### src/rtl/uad_pkg.sv
`timescale 1ns / 1ps
// ---------------------------------------------------------------------------
// uad_pkg
// Types and constants shared by the user activity detector modules.
// ---------------------------------------------------------------------------
package uad_pkg;

  localparam int CoordBits = 14;
  localparam int TimeBits  = 32;
  localparam int StatBits  = 32;
  localparam int CfgBits   = 20;
  localparam int CfgIdxBits = 2;

  // position registers hold -1 until the first pointer position is known
  localparam int PosBits   = CoordBits + 1;
  localparam int DeltaBits = CoordBits + 2;
  localparam int MagBits   = CoordBits + 1;
  localparam int SqBits    = 2 * CoordBits + 2;
  localparam int RootBits  = CoordBits + 1;
  localparam int RemBits   = CoordBits + 4;
  localparam int IterBits  = $clog2(RootBits + 1);

  localparam int MoveSense   = 3;
  localparam int MotionGapMs = 1000;

  localparam logic [CfgBits-1:0] NoiseReset    = CfgBits'(1000);
  localparam logic [CfgBits-1:0] ActivityReset = CfgBits'(2000);
  localparam logic [CfgBits-1:0] IdleReset     = CfgBits'(5000);

  localparam logic [CfgIdxBits-1:0] CfgNoise    = CfgIdxBits'(0);
  localparam logic [CfgIdxBits-1:0] CfgActivity = CfgIdxBits'(1);
  localparam logic [CfgIdxBits-1:0] CfgIdle     = CfgIdxBits'(2);

  typedef enum logic [2:0] {
    CMD_MOVE    = 3'd0,
    CMD_BUTTON  = 3'd1,
    CMD_KEY     = 3'd2,
    CMD_QUERY   = 3'd3,
    CMD_SUSPEND = 3'd4,
    CMD_RESUME  = 3'd5,
    CMD_IDLE    = 3'd6,
    CMD_CLEAR   = 3'd7
  } cmd_e;

  typedef enum logic [1:0] {
    ACT_IDLE      = 2'd0,
    ACT_NOISE     = 2'd1,
    ACT_ACTIVE    = 2'd2,
    ACT_SUSPENDED = 2'd3
  } act_state_e;

  typedef struct packed {
    logic [2:0]           cmd;
    logic [TimeBits-1:0]  event_time;
    logic [CoordBits-1:0] pos_x;
    logic [CoordBits-1:0] pos_y;
    logic signed [7:0]    wheel_step;
    logic                 pressed;
  } in_item_t;

  typedef struct packed {
    logic [1:0]          act_mode;
    logic [StatBits-1:0] move_total;
    logic [StatBits-1:0] click_travel;
    logic [StatBits-1:0] press_total;
    logic [StatBits-1:0] key_total;
    logic [StatBits-1:0] mouse_time_ms;
  } out_item_t;

endpackage

### src/rtl/uad_dist.sv
`timescale 1ns / 1ps
// ---------------------------------------------------------------------------
// uad_dist
// Euclidean distance, floor(sqrt(dx*dx + dy*dy)): one shared multiplier for
// the two squares, then a digit-by-digit square root, one root bit a cycle.
// ---------------------------------------------------------------------------
module uad_dist (
  input  logic                                clk_i,
  input  logic                                rst_ni,
  input  logic                                start_i,
  input  logic signed [uad_pkg::DeltaBits-1:0] dx_i,
  input  logic signed [uad_pkg::DeltaBits-1:0] dy_i,
  output logic                                done_o,
  output logic [uad_pkg::RootBits-1:0]        root_o
);
  import uad_pkg::*;

  typedef enum logic [1:0] {
    D_IDLE,
    D_SQX,
    D_SQY,
    D_ROOT
  } dstate_e;

  dstate_e              state_q, state_d;
  logic [MagBits-1:0]   ax_q, ax_d, ay_q, ay_d;
  logic [SqBits-1:0]    op_q, op_d;
  logic [RemBits-1:0]   rem_q, rem_d;
  logic [RootBits-1:0]  root_q, root_d;
  logic [IterBits-1:0]  cnt_q, cnt_d;
  logic                 done_q, done_d;

  logic [DeltaBits-1:0] dx_abs, dy_abs;
  logic [MagBits-1:0]   mul_a;
  logic [SqBits-1:0]    prod;
  logic [RemBits-1:0]   rem_sh, trial;

  assign dx_abs = dx_i[DeltaBits-1] ? DeltaBits'(-dx_i) : DeltaBits'(dx_i);
  assign dy_abs = dy_i[DeltaBits-1] ? DeltaBits'(-dy_i) : DeltaBits'(dy_i);

  assign mul_a = (state_q == D_SQX) ? ax_q : ay_q;
  assign prod  = SqBits'(mul_a) * SqBits'(mul_a);

  // bring down the next two operand bits and try root*4+1
  assign rem_sh = {rem_q[RemBits-3:0], op_q[SqBits-1 -: 2]};
  assign trial  = RemBits'({root_q, 2'b01});

  always_comb begin
    state_d = state_q;
    ax_d    = ax_q;
    ay_d    = ay_q;
    op_d    = op_q;
    rem_d   = rem_q;
    root_d  = root_q;
    cnt_d   = cnt_q;
    done_d  = 1'b0;
    case (state_q)
      D_IDLE: begin
        if (start_i) begin
          ax_d    = dx_abs[MagBits-1:0];
          ay_d    = dy_abs[MagBits-1:0];
          state_d = D_SQX;
        end
      end
      D_SQX: begin
        op_d    = prod;
        state_d = D_SQY;
      end
      D_SQY: begin
        op_d    = op_q + prod;
        rem_d   = '0;
        root_d  = '0;
        cnt_d   = '0;
        state_d = D_ROOT;
      end
      D_ROOT: begin
        op_d = {op_q[SqBits-3:0], 2'b00};
        if (rem_sh >= trial) begin
          rem_d  = rem_sh - trial;
          root_d = {root_q[RootBits-2:0], 1'b1};
        end else begin
          rem_d  = rem_sh;
          root_d = {root_q[RootBits-2:0], 1'b0};
        end
        cnt_d = cnt_q + IterBits'(1);
        if (cnt_q == IterBits'(RootBits - 1)) begin
          done_d  = 1'b1;
          state_d = D_IDLE;
        end
      end
      default: state_d = D_IDLE;
    endcase
  end

  always_ff @(posedge clk_i or negedge rst_ni) begin
    if (!rst_ni) begin
      state_q <= D_IDLE;
      cnt_q   <= '0;
      done_q  <= 1'b0;
    end else begin
      state_q <= state_d;
      cnt_q   <= cnt_d;
      done_q  <= done_d;
    end
  end

  always_ff @(posedge clk_i) begin
    ax_q   <= ax_d;
    ay_q   <= ay_d;
    op_q   <= op_d;
    rem_q  <= rem_d;
    root_q <= root_d;
  end

  assign done_o = done_q;
  assign root_o = root_q;

endmodule

### src/rtl/user_activity_detector_top.sv
`timescale 1ns / 1ps
// ---------------------------------------------------------------------------
// user_activity_detector_top
// Flow: a pointer move that counts as motion, or a click after an earlier
// click, needs the distance unit and waits in S_WAIT for its result; every
// other transaction goes from S_PREP straight to S_DONE. A new transaction
// is taken only in S_IDLE, once the last result has been committed.
// Reset: asynchronous, active low; state, threshold and statistic registers
// return to their reset values; item, distance and output data are not reset.
// ---------------------------------------------------------------------------
module user_activity_detector_top (
  input  logic                             clk_i,
  input  logic                             rst_ni,
  input  logic                             in_valid_i,
  output logic                             in_stall_o,
  input  uad_pkg::in_item_t                in_item_i,
  output logic                             out_valid_o,
  input  logic                             out_stall_i,
  output uad_pkg::out_item_t               out_item_o,
  input  logic                             cfg_valid_i,
  output logic                             cfg_ready_o,
  input  logic [uad_pkg::CfgIdxBits-1:0]   cfg_index_i,
  input  logic [uad_pkg::CfgBits-1:0]      cfg_data_i
);
  import uad_pkg::*;

  typedef enum logic [1:0] {
    S_IDLE,
    S_PREP,
    S_WAIT,
    S_DONE
  } state_e;

  localparam logic signed [DeltaBits-1:0] SensPos = DeltaBits'(MoveSense);
  localparam logic signed [DeltaBits-1:0] SensNeg = DeltaBits'(-MoveSense);
  localparam logic [TimeBits-1:0]         GapMax  = TimeBits'(MotionGapMs);

  state_e               state_q, state_d;
  in_item_t             item_q, item_d;
  logic                 moved_q, moved_d;
  logic [RootBits-1:0]  dist_q, dist_d;
  logic                 out_valid_q, out_valid_d;
  out_item_t            out_q, out_d;

  logic [CfgBits-1:0]   noise_q, noise_d, activity_q, activity_d, idle_q, idle_d;
  act_state_e           mode_q, mode_d;
  logic [TimeBits-1:0]  burst_q, burst_d, last_act_q, last_act_d;
  logic [TimeBits-1:0]  motion_t_q, motion_t_d;
  logic                 motion_seen_q, motion_seen_d;
  logic signed [PosBits-1:0] last_px_q, last_px_d, last_py_q, last_py_d;
  logic signed [PosBits-1:0] click_px_q, click_px_d, click_py_q, click_py_d;
  logic [StatBits-1:0]  move_sum_q, move_sum_d, click_sum_q, click_sum_d;
  logic [StatBits-1:0]  press_cnt_q, press_cnt_d, key_cnt_q, key_cnt_d;
  logic [StatBits-1:0]  mtime_q, mtime_d;

  logic                 in_accept, commit, click_valid, need_dist, is_action;
  logic signed [DeltaBits-1:0] mv_dx, mv_dy, ck_dx, ck_dy, dist_dx, dist_dy;
  logic                 moved_now;
  logic                 dist_start, dist_done;
  logic [RootBits-1:0]  dist_root;
  logic [TimeBits-1:0]  now, gap_act, burst_age, gap_motion;

  assign in_accept = in_valid_i && !in_stall_o;
  assign in_stall_o = (state_q != S_IDLE);
  assign cfg_ready_o = 1'b1;
  assign commit = (state_q == S_DONE) && (!out_valid_q || !out_stall_i);

  // deltas from the last pointer position, which is -1 before any move
  assign mv_dx = {2'b00, item_q.pos_x} - {last_px_q[PosBits-1], last_px_q};
  assign mv_dy = {2'b00, item_q.pos_y} - {last_py_q[PosBits-1], last_py_q};
  assign ck_dx = {click_px_q[PosBits-1], click_px_q} - {last_px_q[PosBits-1], last_px_q};
  assign ck_dy = {click_py_q[PosBits-1], click_py_q} - {last_py_q[PosBits-1], last_py_q};
  assign moved_now = (mv_dx >= SensPos) || (mv_dx <= SensNeg) ||
                     (mv_dy >= SensPos) || (mv_dy <= SensNeg) ||
                     (item_q.wheel_step != 8'sd0);
  assign click_valid = (click_px_q != '1);

  assign need_dist = ((cmd_e'(item_q.cmd) == CMD_MOVE) && moved_now) ||
                     ((cmd_e'(item_q.cmd) == CMD_BUTTON) && click_valid);
  assign dist_dx = (cmd_e'(item_q.cmd) == CMD_MOVE) ? mv_dx : ck_dx;
  assign dist_dy = (cmd_e'(item_q.cmd) == CMD_MOVE) ? mv_dy : ck_dy;
  assign dist_start = (state_q == S_PREP) && need_dist;

  uad_dist u_dist (
    .clk_i   (clk_i),
    .rst_ni  (rst_ni),
    .start_i (dist_start),
    .dx_i    (dist_dx),
    .dy_i    (dist_dy),
    .done_o  (dist_done),
    .root_o  (dist_root)
  );

  assign now        = item_q.event_time;
  assign gap_act    = now - last_act_q;
  assign burst_age  = now - burst_q;
  assign gap_motion = now - motion_t_q;
  assign is_action  = ((cmd_e'(item_q.cmd) == CMD_MOVE) && moved_q) ||
                      (cmd_e'(item_q.cmd) == CMD_BUTTON) ||
                      (cmd_e'(item_q.cmd) == CMD_KEY);

  always_comb begin
    state_d       = state_q;
    item_d        = item_q;
    moved_d       = moved_q;
    dist_d        = dist_q;
    out_valid_d   = out_valid_q && out_stall_i;
    out_d         = out_q;
    noise_d       = noise_q;
    activity_d    = activity_q;
    idle_d        = idle_q;
    mode_d        = mode_q;
    burst_d       = burst_q;
    last_act_d    = last_act_q;
    motion_t_d    = motion_t_q;
    motion_seen_d = motion_seen_q;
    last_px_d     = last_px_q;
    last_py_d     = last_py_q;
    click_px_d    = click_px_q;
    click_py_d    = click_py_q;
    move_sum_d    = move_sum_q;
    click_sum_d   = click_sum_q;
    press_cnt_d   = press_cnt_q;
    key_cnt_d     = key_cnt_q;
    mtime_d       = mtime_q;

    case (state_q)
      S_IDLE: begin
        if (in_accept) begin
          item_d  = in_item_i;
          state_d = S_PREP;
        end
      end
      S_PREP: begin
        moved_d = moved_now;
        dist_d  = '0;
        state_d = need_dist ? S_WAIT : S_DONE;
      end
      S_WAIT: begin
        if (dist_done) begin
          dist_d  = dist_root;
          state_d = S_DONE;
        end
      end
      S_DONE: begin
        if (commit) begin
          state_d = S_IDLE;
        end
      end
      default: state_d = S_IDLE;
    endcase

    if (commit) begin
      if (is_action) begin
        case (mode_q)
          ACT_IDLE: begin
            burst_d = now;
            mode_d  = (activity_q == '0) ? ACT_ACTIVE : ACT_NOISE;
          end
          ACT_NOISE: begin
            if (gap_act > TimeBits'(noise_q)) begin
              burst_d = now;
            end else if (burst_age >= TimeBits'(activity_q)) begin
              mode_d = ACT_ACTIVE;
            end
          end
          default: ;
        endcase
        last_act_d = now;
      end

      case (cmd_e'(item_q.cmd))
        CMD_MOVE: begin
          if (moved_q) begin
            move_sum_d = move_sum_q + StatBits'(dist_q);
            if (motion_seen_q && (gap_motion < GapMax)) begin
              mtime_d = mtime_q + StatBits'(gap_motion);
            end
            motion_t_d    = now;
            motion_seen_d = 1'b1;
          end
          last_px_d = $signed({1'b0, item_q.pos_x});
          last_py_d = $signed({1'b0, item_q.pos_y});
        end
        CMD_BUTTON: begin
          if (click_valid) begin
            click_sum_d = click_sum_q + StatBits'(dist_q);
          end
          click_px_d = last_px_q;
          click_py_d = last_py_q;
          if (item_q.pressed) begin
            press_cnt_d = press_cnt_q + StatBits'(1);
          end
        end
        CMD_KEY: begin
          key_cnt_d = key_cnt_q + StatBits'(1);
        end
        CMD_QUERY: begin
          if ((mode_q == ACT_ACTIVE) && (gap_act > TimeBits'(idle_q))) begin
            mode_d = ACT_IDLE;
          end
        end
        CMD_SUSPEND: mode_d = ACT_SUSPENDED;
        CMD_RESUME,
        CMD_IDLE:    mode_d = ACT_IDLE;
        CMD_CLEAR: begin
          move_sum_d  = '0;
          click_sum_d = '0;
          press_cnt_d = '0;
          key_cnt_d   = '0;
          mtime_d     = '0;
        end
        default: ;
      endcase

      out_valid_d         = 1'b1;
      out_d.act_mode      = mode_d;
      out_d.move_total    = move_sum_d;
      out_d.click_travel  = click_sum_d;
      out_d.press_total   = press_cnt_d;
      out_d.key_total     = key_cnt_d;
      out_d.mouse_time_ms = mtime_d;
    end

    // a write to the noise, activity or idle register also drops the detector back to idle
    if (cfg_valid_i && cfg_ready_o) begin
      case (cfg_index_i)
        CfgNoise: begin
          noise_d = cfg_data_i;
          mode_d  = ACT_IDLE;
        end
        CfgActivity: begin
          activity_d = cfg_data_i;
          mode_d     = ACT_IDLE;
        end
        CfgIdle: begin
          idle_d = cfg_data_i;
          mode_d = ACT_IDLE;
        end
        default: ;
      endcase
    end
  end

  always_ff @(posedge clk_i or negedge rst_ni) begin
    if (!rst_ni) begin
      state_q       <= S_IDLE;
      out_valid_q   <= 1'b0;
      noise_q       <= NoiseReset;
      activity_q    <= ActivityReset;
      idle_q        <= IdleReset;
      mode_q        <= ACT_IDLE;
      burst_q       <= '0;
      last_act_q    <= '0;
      motion_t_q    <= '0;
      motion_seen_q <= 1'b0;
      last_px_q     <= '1;
      last_py_q     <= '1;
      click_px_q    <= '1;
      click_py_q    <= '1;
      move_sum_q    <= '0;
      click_sum_q   <= '0;
      press_cnt_q   <= '0;
      key_cnt_q     <= '0;
      mtime_q       <= '0;
    end else begin
      state_q       <= state_d;
      out_valid_q   <= out_valid_d;
      noise_q       <= noise_d;
      activity_q    <= activity_d;
      idle_q        <= idle_d;
      mode_q        <= mode_d;
      burst_q       <= burst_d;
      last_act_q    <= last_act_d;
      motion_t_q    <= motion_t_d;
      motion_seen_q <= motion_seen_d;
      last_px_q     <= last_px_d;
      last_py_q     <= last_py_d;
      click_px_q    <= click_px_d;
      click_py_q    <= click_py_d;
      move_sum_q    <= move_sum_d;
      click_sum_q   <= click_sum_d;
      press_cnt_q   <= press_cnt_d;
      key_cnt_q     <= key_cnt_d;
      mtime_q       <= mtime_d;
    end
  end

  always_ff @(posedge clk_i) begin
    item_q  <= item_d;
    moved_q <= moved_d;
    dist_q  <= dist_d;
    out_q   <= out_d;
  end

  assign out_valid_o = out_valid_q;
  assign out_item_o  = out_q;

endmodule

### config.mk
export PLATFORM = sky130hd
export DESIGN_NAME = user_activity_detector_top
export DESIGN_NICKNAME = d
export VERILOG_FILES = /design/src/rtl/uad_pkg.sv /design/src/rtl/uad_dist.sv /design/src/rtl/user_activity_detector_top.sv
export SDC_FILE = /design/constraint.sdc
export NUM_CORES = 2
export LEC_CHECK = 0
export BUFFER_PORTS_ARGS = -buffer_cell sky130_fd_sc_hd__buf_2
export CORE_ASPECT_RATIO = 0.75
export CORE_MARGIN = 2
export CORE_UTILIZATION = 55
export DETAILED_ROUTE_END_ITERATION = 16
export MAX_ROUTING_LAYER = met4
export PLACE_DENSITY_LB_ADDON = 0.25
export REMOVE_ABC_BUFFERS = 1
export SLEW_MARGIN = 20
export SYNTH_ARGS = -nofsm -noshare
export SYNTH_HDL_FRONTEND = slang
export SYNTH_SLANG_ARGS = --single-unit
### constraint.sdc
create_clock -name clk_i -period 15.1 [get_ports clk_i]
set_input_delay 2.265 -clock clk_i [delete_from_list [all_inputs] [get_ports clk_i]]
set_output_delay 2.265 -clock clk_i [all_outputs]
set_load 0.005 [all_outputs]
==> reports/results.ini <==
[cells_and_area]
nets=6218
multi_input_area_um2=29020
n_fill_cell=7898
fin_cells=6860
regArea_um2=20020
area_growth_pct=10.67
final_layout_size_suffix_gt1_share_pct=13.93

[placement]
place_congestion=0.9554
port-buffer-count=262
dp.cells=6702
place_hpwl_um=95930

[floorplan]
die_area_um2=96400
die_x_um=357.9
num_io_pins=264
fp-row-count=97
start_util_pct=55.41
core_area_um2=93210
die_height_um=269.4

[clocking]
postCtsSetupRepairBufs=0
cts.clk_slew.worst_paths_ns=0.06
clock_path_buffers=3
cts.sinks=728
hold_buffers=0
cts-root-buf=clkbuf_16
cts_tree=done
cts_buffers=79
insertion_delay_ns=0.68
h-tree-depth=3
cts_resized=0

[sta]
clock_skew_ns=0.03367
fin_tns_setup_ns=0
fmaxAchievable_mhz=95.66
hold_viol=0
finalMaxSlewViolations=0
finalCritPeriodShare_pct=69.23
setup_viol_count_final=0
rsz0062_at_grt=false
worstMarginPinSlew_ns=1.114
period_needed_ns=10.45
slew_headroom_pct=25.03

[routing]
top_layer_used=met4
final_antenna_net_count=0
drc_errors=0
first_pass_iters=6
via_count=40230
wl_met1_um=63510
drt-initial-drc-count=3273
wl_met3_um=11110
wl_met2_um=51490
drt-total-wl_um=128600
wire_per_inst_um=18.74
viasPerCell=5.865

[setup_path]
crit_path_max_incr_delay_ns=0.72
crit_top_cell=inv_1
worstPathMaxFanout=18
worst_ep_arrival_time_ns=10.84
slowest_stage=a2111oi_0
path_class=flip-flop to flip-flop
start_kind=flip-flop
cp.required_ns=15.49
crit_path_end_kind=flip-flop

[logic_synthesis]
async_flop_share_pct=53.16
seq_area_frac_synth_pct=38.76
syn_inst=5324
synthesis.area_um2=51650
synth-edff-count=341
synth_top_flop_cell=edfxtp_1
yosys_register_bits=728
ys_warn_count=0
yosysUniqueCellTypes=96
avgSynthCellArea_um2=9.702

[global_routing]
grt_overflow_total=0
grt_max_degree=142
grt_first_pass_wirelength_um=207000
track_usage_pct=27.42
grt_pass1_vias=38370
antenna_found_initial=12

[outcome]
status=completed

[min_path]
hp-class=flip-flop to flip-flop

[flow_run]
cap_violations=0

## per-layer routing
metal  global-route usage, %  vias up
met2                   36.50     1302
met4                   5.748        0
met5                       -        -
met3                   7.005      164
met1                   41.68    19320
li1                        -    19450
## critical path: cells and delay by family (launching register included)
kind            cells  cell delay (ns)
xor+xnor            2             0.32
compound gates     13             3.29
simple gates        3             0.59
fa+ha+maj           9             3.95
buf+inv             8             1.06
mux                 1             0.54
flops               1             0.41
## layout by cell type, fill, tap and decap left out, types with 35 or more instances in the layout
master | netlist | layout
nor3_1 | 87 | 86
dfstp_2 | 75 | 75
buf_4 | 2 | 47
nand2_1 | 609 | 608
xnor2_1 | 153 | 153
xor2_1 | 88 | 88
ha_1 | 424 | 424
a31oi_1 | 58 | 58
mux2_2 | 171 | 171
nand2b_1 | 43 | 43
dfrtp_1 | 312 | 312
clkbuf_16 | 0 | 85
and2_1 | 38 | 37
inv_1 | 520 | 520
nand3_1 | 133 | 132
o211ai_1 | 43 | 43
o31ai_1 | 48 | 48
o21ai_0 | 369 | 368
o21a_1 | 63 | 63
mux2i_1 | 101 | 100
a21o_1 | 110 | 110
nor2b_1 | 38 | 38
fa_1 | 149 | 149
buf_2 | 7 | 261
a211oi_1 | 35 | 35
a21oi_1 | 258 | 258
and3_1 | 54 | 54
nor2_1 | 337 | 334
edfxtp_1 | 341 | 341
nand4_1 | 70 | 70
## Yosys cell counts, drive strengths merged, types with 63 or more instances
library cell  number  area share, %
a21o             110            1.6
a21oi            258            2.5
clkbuf           136           0.99
dfrtp            312             15
dfstp             75            3.8
edfxtp           341             20
fa               149            5.8
ha               424             10
inv              521            3.8
mux2             171            3.7
mux2i            101            2.0
nand2            610            4.4
nand3            134            1.3
nand4             70           0.85
nor2             337            2.4
nor3              88           0.87
o21a              63           0.92
o21ai            376            3.7
xnor2            153            2.6
xor2              88            1.5
## registers in the layout (all words and copies together), names as in the netlist, 16 cells and up
| register | count |
|---|---|
| burst_q | 32 |
| last_act_q | 32 |
| move_sum_q | 32 |
| motion_t_q | 32 |
| u_dist.rem_q | 16 |
| activity_q | 20 |
| key_cnt_q | 32 |
| press_cnt_q | 32 |
| item_q | 40 |
| u_dist.op_q | 30 |
| click_sum_q | 32 |
| mtime_q | 32 |
| noise_q | 20 |
| now | 32 |
| idle_q | 20 |
| out_item_o | 162 |
## layout make-up
| type | instances | share of cell area, % |
|---|---|---|
| diodes | 10 | 0.04378 |
| inverters | 523 | 3.448 |
| clock buffers | 113 | 4.115 |
| clock inverters | 35 | 0.9412 |
| flip-flops and latches | 728 | 35.02 |
| well taps | 1237 | 2.708 |
| multi-input cells | 3904 | 50.77 |
| repair buffers | 310 | 2.949 |
## path summary, 6_finish.rpt
kind                                         from         endpoint  slack (ns)  depth (start not counted)
worst max-delay path            u_dist.state_q[1]  u_dist.op_q[28]        4.65                         36
worst min-delay path                motion_seen_q    motion_seen_q        0.49                          1
worst max register to register  u_dist.state_q[1]  u_dist.op_q[28]        4.65                         36
worst min register to register      motion_seen_q    motion_seen_q        0.49                          1
max in group asynchronous                  rst_ni      noise_q[12]       10.55                          4
min in group asynchronous                  rst_ni  press_cnt_q[24]        1.58                          1
## cell families after synthesis
logic type      share of synthesized area [%]
simple gates                            13.98
compound gates                          16.20
flops                                   38.76
buf+inv                                 5.191
fa+ha+maj                               16.05
mux                                     5.685
xor+xnor                                4.130
other cells                          0.007260
## through the flow
stage / hold WS (ns) / utilization [%] / worst slack (ns) / cell area (µm²)
after global routing: 0.5039 / 61.32 / 3.977 / 57160
after CTS: 0.4780 / 61.28 / 4.697 / 57120
after detailed placement: 0.4629 / 58.18 / 4.698 / 54230
after floorplan: 0.4343 / - / 1.734 / 50930
after global placement: 0.4526 / 58.18 / 4.898 / 54230
final: 0.4853 / 61.32 / 4.646 / 57160
Power is not shown: default switching activity piles up to over one toggle a cycle in this logic, so the estimate is an artifact.
